`src/sv/sobrc_pkg.sv`:
```
// shared constants and types for the second-order byte recurrence checksum
`default_nettype none
package sobrc_pkg;

  localparam int DataWidth  = 8;
  localparam int SumWidth   = 16;
  localparam int IdxWidth   = 8;

  localparam int FirstOffset = 7;
  localparam int AlphaMul    = 17;
  localparam int BetaMul     = 31;
  localparam int ModValue    = 65535;
  // added to a negative difference so it folds like a 2^64 wrap (2^64 = 1 mod 65535)
  localparam int NegBias     = ModValue * 256 + 1;

  typedef logic [DataWidth-1:0] data_t;
  typedef logic [SumWidth-1:0]  sum_t;
  typedef logic [IdxWidth-1:0]  idx_t;

  // recurrence state handed to the step logic
  typedef struct packed {
    sum_t prev;
    sum_t cur;
    idx_t idx;
  } rec_state_t;

endpackage
`default_nettype wire

```
`src/sv/sobrc_step.sv`:
```
// one step: next = ((byte + alpha) * cur - beta * prev) mod 65535, +1 if negative
`default_nettype none
module sobrc_step
  import sobrc_pkg::*;
(
  input  var rec_state_t st,
  input  var data_t      data_byte,
  output sum_t           next_value
);

  logic [12:0] alpha_full;
  logic [12:0] beta_full;
  logic [7:0]  alpha;
  logic [7:0]  beta;
  logic [8:0]  factor;
  logic [24:0] prod;
  logic [23:0] sub;
  logic [25:0] diff;
  logic [16:0] fold;

  always_comb begin
    alpha_full = 13'(st.idx) * 13'(AlphaMul);
    beta_full  = 13'(st.idx) * 13'(BetaMul);
    alpha      = alpha_full[7:0];
    beta       = beta_full[7:0];
    factor     = 9'(data_byte) + 9'(alpha);
    prod       = 25'(factor) * 25'(st.cur);
    sub        = 24'(beta) * 24'(st.prev);
    if (prod >= 25'(sub)) begin
      diff = 26'(prod) - 26'(sub);
    end else begin
      // wrapped difference, kept positive with a multiple of the modulus plus one
      diff = 26'(prod) + 26'(NegBias) - 26'(sub);
    end
    fold = 17'(diff[15:0]) + 17'(diff[25:16]);
    if (fold >= 17'(ModValue)) begin
      next_value = 16'(fold - 17'(ModValue));
    end else begin
      next_value = fold[15:0];
    end
  end

endmodule
`default_nettype wire

```
`src/sv/second_order_byte_recurrence_checksum_core.sv`:
```
// top level: byte stream in, one checksum out per message
//
//  channel | ports                          | payload
//  --------+--------------------------------+----------------------------
//  in      | in_tvalid in_tready in_tdata   | data_byte [7:0], in_tlast
//  out     | out_tvalid out_tready out_tdata| checksum [15:0]
//
// one byte per cycle unless a final byte waits on a held output; a byte waits in
// the input register, and the recurrence (alpha and beta from the index, two
// short multiplies and a modulo fold) updates the state at the edge on which it
// fires; a final byte loads the output register at that same edge
// a held output only stalls the input when the registered byte is final
// rst_n (synchronous) clears valids and arms the state for a new message
`default_nettype none
module second_order_byte_recurrence_checksum_core
  import sobrc_pkg::*;
(
  input  wire         clk,
  input  wire         rst_n,
  input  wire         in_tvalid,
  output logic        in_tready,
  input  wire  [7:0]  in_tdata,   // [7:0] data_byte
  input  wire         in_tlast,
  output logic        out_tvalid,
  input  wire         out_tready,
  output logic [15:0] out_tdata   // [15:0] checksum
);

  logic       in_valid_r;
  data_t      byte_r;
  logic       last_r;
  rec_state_t st_r;
  rec_state_t st_nxt;
  logic       first_r;
  logic       first_nxt;
  logic       out_valid_r;
  sum_t       out_data_r;
  sum_t       step_value;
  sum_t       cur_new;
  logic       fire;

  sobrc_step u_step (
    .st        (st_r),
    .data_byte (byte_r),
    .next_value(step_value)
  );

  // a final byte needs a free output slot before it can be processed
  assign fire      = in_valid_r & (~last_r | ~out_valid_r | out_tready);
  assign in_tready = ~in_valid_r | fire;

  always_comb begin
    st_nxt    = st_r;
    first_nxt = first_r;
    cur_new   = first_r ? (16'(byte_r) + 16'(FirstOffset)) : step_value;
    if (fire) begin
      st_nxt.cur  = cur_new;
      st_nxt.prev = first_r ? 16'd1 : st_r.cur;
      st_nxt.idx  = first_r ? 8'd1 : 8'(st_r.idx + 8'd1);
      first_nxt   = 1'b0;
      if (last_r) begin
        first_nxt  = 1'b1;
        st_nxt.idx = '0;
      end
    end
  end

  always_ff @(posedge clk) begin
    if (!rst_n) begin
      in_valid_r  <= 1'b0;
      out_valid_r <= 1'b0;
      first_r     <= 1'b1;
      st_r.prev   <= 16'd1;
      st_r.cur    <= 16'd1;
      st_r.idx    <= '0;
    end else begin
      st_r    <= st_nxt;
      first_r <= first_nxt;
      if (in_tready) begin
        in_valid_r <= in_tvalid;
      end
      if (fire && last_r) begin
        out_valid_r <= 1'b1;
      end else if (out_tready) begin
        out_valid_r <= 1'b0;
      end
    end
  end

  always_ff @(posedge clk) begin
    if (in_tready && in_tvalid) begin
      byte_r <= in_tdata;
      last_r <= in_tlast;
    end
    if (fire && last_r) begin
      out_data_r <= cur_new;
    end
  end

  assign out_tvalid = out_valid_r;
  assign out_tdata  = out_data_r;

  a_cksum_range: assert property (@(posedge clk) disable iff (!rst_n)
    out_tvalid |-> out_tdata != 16'hFFFF)
    else $error("checksum out of range");

  a_rearm: assert property (@(posedge clk) disable iff (!rst_n)
    fire && last_r |=> first_r && st_r.idx == '0)
    else $error("state not re-armed after final byte");

  a_first_idx: assert property (@(posedge clk) disable iff (!rst_n)
    first_r |-> st_r.idx == '0)
    else $error("index not zero at message start");

endmodule
`default_nettype wire
```
`config.mk`:
```
export PLATFORM = sky130hd
export DESIGN_NAME = second_order_byte_recurrence_checksum_core
export DESIGN_NICKNAME = d
export VERILOG_FILES = /design/src/sv/sobrc_pkg.sv /design/src/sv/sobrc_step.sv /design/src/sv/second_order_byte_recurrence_checksum_core.sv
export SDC_FILE = /design/constraint.sdc
export NUM_CORES = 1
export LEC_CHECK = 0
export BUFFER_PORTS_ARGS = -buffer_cell sky130_fd_sc_hd__buf_2
export CORE_MARGIN = 1.5
export CORE_UTILIZATION = 59
export DETAILED_ROUTE_END_ITERATION = 8
export GPL_TIMING_DRIVEN = 0
export PLACE_DENSITY_LB_ADDON = 0.08
export SLEW_MARGIN = 20
export SYNTH_ARGS = -nofsm -noshare
export SYNTH_HDL_FRONTEND = slang
export SYNTH_HIERARCHICAL = 1
export SYNTH_SLANG_ARGS = --single-unit
```
`constraint.sdc`:
```
create_clock -name clk -period 12.93 [get_ports clk]
set_input_delay 0.6465 -clock clk [delete_from_list [all_inputs] [get_ports clk]]
set_output_delay 0.6465 -clock clk [all_outputs]
set_load 0.005 [all_outputs]
```
==> results.toml <==
[run_status]
status = "finished clean"

[synth]
synth_fp_nets = 2368
synth_fa_ha_area_share_pct = 39.6
yosys_warnings = 6
synth_edf_count = 25
synth_top_area_cell = "fa_1"
synthDistinctLibCells = 91
syn_avg_cell_area_sq_um = 8.26
ys_ff_latch = 68
synthCells = 1964
yosys-top-cells-area = "fa_1 (25%), ha_1 (14%), inv_1 (7.8%), and2_1 (5.6%), nand2_1 (5.4%)"
yosys-mux-area-fraction_pct = 0.594
synth_xor_area_share_pct = 6.84
ys_async_sr_fraction_pct = 0
synth_simple_gate_area_share_pct = 20.4
synth_top_family_by_area = "adder cells"
yosysTopAreaCellShare_pct = 25.2
syn-cell-area_sq_mm = 0.0162
ys.flop_type = "dfxtp_1"
synth-seq-area-share_pct = 9.93
synth_compound_area_share_pct = 13.3

[hold_path]
hold_depth = 2
min_path_type = "flop to flop"
hold_end = "st_r[37]"
min-delay-start = "st_r[37]"

[timing]
finalHoldViolations = 0
period_needed_ns = 12.53
maxSlewViolCount = 0
timing.final.crit_share_pct = 96.9
max_freq_ghz = 0.0798
relSlewSlack_pct = 38.1
finClkSkew_ns = 0.00430
tightest_slew_ns = 0.929
finalSetupViolCount = 0

[floorplan]
ios = 31
die_h_um = 169
dieArea_sq_mm = 0.0285
die_width_um = 169
design.core.area_sq_mm = 0.0270
num_rows = 60
start_util_pct = 60.2

[setup_path]
worstReg2RegEnd = "st_r[9]"
crit_slowest_cell = "fa_1"
ff2ff_setup_slack_ns = 0.40
cp.required_ns = 13.15
path_max_fanout = 10
crit_top_cell = "fa_1"
endpoint_kind = "flop"
max_stage_delay_ns = 0.59
critPathLaunch = "st_r[0]"
r2r_cells = 54
critPathLaunchType = "flop"
reg2reg_from = "st_r[0]"
criticalPathCategory = "flop to flop"
arrival_ns = 12.75

[placement]
dp_hpwl_um = 35700
numPortBuffers = 30
gp_congestion = 0.953
dp_cells = 2335

[grt]
grt_pass1_wl_um = 69300
overflow = 0
antenna_found_initial = 0
grt_usage_pct = 31.0
grt_max_degree = 18
grt_pass1_vias = 13386

[routing]
num_vias = 13825
dr.pass1.iters = 5
wl_per_cell_um = 18.4
drc_errors = 0
drt-initial-drc-count = 833
avgViaCountPerCell = 5.78
antenna_left = 0
routed_wl_um = 44000

[cts]
insertion_delay_ns = 0.33
clock_sinks = 68
numCtsBuffers = 9
path_clk_slew_ns = 0.06
cts-root-buf = "clkbuf_16"
clk_path_buf_depth = 2
cts_hold_buf = 0
htree_levels = 3
cts_tree = "done"

[finish]
syn_to_final_growth_pct = 11.6
drive_gt1_share_pct = 11.6
post-route-util_pct = 67.2
finalNetCount = 2448
final_common_cell = "inv_1"
final_cell_mix = "inv_1 (334), nand2_1 (230), fa_1 (202), ha_1 (173), and2_1 (143)"
multi_input_area_sq_mm = 0.0137
antennaDiodeCount = 0
seq_area_sq_mm = 0.00163
fin_cells = 2390
fillers = 2303

[flow_run]
cap_violations = 0
## through the flow
| step | worst slack (ns) | TNS [ns] | hold WS, ns | cell area, sq um |
|---|---|---|---|---|
| floorplan | 0.310 | 0 | 0.440 | 16200 |
| detailed placement | -2.66 | -79.98 | 0.462 | 16800 |
| CTS | 0.0125 | 0 | 0.470 | 17500 |
| finish | 0.404 | 0 | 0.474 | 18100 |
| global route | -0.0787 | -0.361 | 0.480 | 18100 |
| global placement | -2.53 | -76.10 | 0.454 | 16800 |
## Yosys cell counts, drive strengths merged (9+ instances only)
| master | count |
|---|---|
| a211oi | 13 |
| a21boi | 28 |
| a21o | 20 |
| a21oi | 87 |
| a31oi | 18 |
| and2 | 144 |
| and3 | 15 |
| buf | 27 |
| clkbuf | 29 |
| dfxtp | 43 |
| edfxtp | 25 |
| fa | 204 |
| ha | 187 |
| inv | 338 |
| nand2 | 232 |
| nand2b | 12 |
| nand3 | 47 |
| nand3b | 9 |
| nor2 | 92 |
| nor2b | 15 |
| nor3 | 35 |
| nor4 | 9 |
| o211ai | 12 |
| o21a | 10 |
| o21ai | 58 |
| o21bai | 15 |
| o31ai | 10 |
| or3 | 14 |
| xnor2 | 79 |
| xor2 | 46 |
## kinds of logic after synthesis
kind of cell	count (synthesis)
fa+ha+maj	391
mux	9
flops	68
buf+inv	394
compound gates	318
xor+xnor	125
simple gates	659
## flip-flops by register name, indices dropped and copies added (netlist names)
name and flops:
first_r 1, in_valid_r 1, st_r 40, byte_r 8, out_tvalid 1, last_r 1, out_tdata 16
## layer usage
metal  wire length (um)  global-route usage, %  part of all wire (%)
met5                  0                      0                     0
met4               1450                   10.5                   3.3
met3               2510                   3.09                   5.7
met2              20400                   51.0                    46
met1              19600                   43.0                    45
## layout make-up
class | count | share of cell area [%]
Clock buffer | 10 | 1.26
Inverter | 338 | 7.03
Tap cell | 341 | 2.36
Sequential cell | 68 | 8.99
Timing Repair Buffer | 70 | 2.47
Buffer | 55 | 1.71
Multi-Input combinational cell | 1502 | 75.5
Clock inverter | 6 | 0.622
## timing repair
action / CTS / global route
pin swaps: 10 / 32
gates resized for setup: 65 / 82
setup buffers: 11 / 29
endpoints found under the setup margin: 32 / 32
## worst max-delay path: cells and delay by family, from the launching register on
kind | cells | cell delay (ns)
AOI/OAI and AO/OA | 12 | 1.94
xor gates and xnor gates | 2 | 0.44
adders and majority gates | 12 | 5.03
buffers and inverters | 10 | 1.15
DFF | 1 | 0.36
muxes | 1 | 0.32
and+or+nand+nor | 17 | 3.12
## worst max path at each step
stage	end	slack, ns	cells after the start
6_report	st_r[9]	0.40	54
3_3_place_gp	out_tdata[1]	-2.53	52
4_1_cts	out_tdata[1]	0.01	56
2_1_floorplan	out_tdata[1]	0.31	54
3_5_place_dp	st_r[13]	-2.66	53
5_1_grt	st_r[8]	-0.08	56
Power is left out: the tool's default activity adds up to more than one toggle a clock period on the data nets, which glitch-free logic cannot reach.
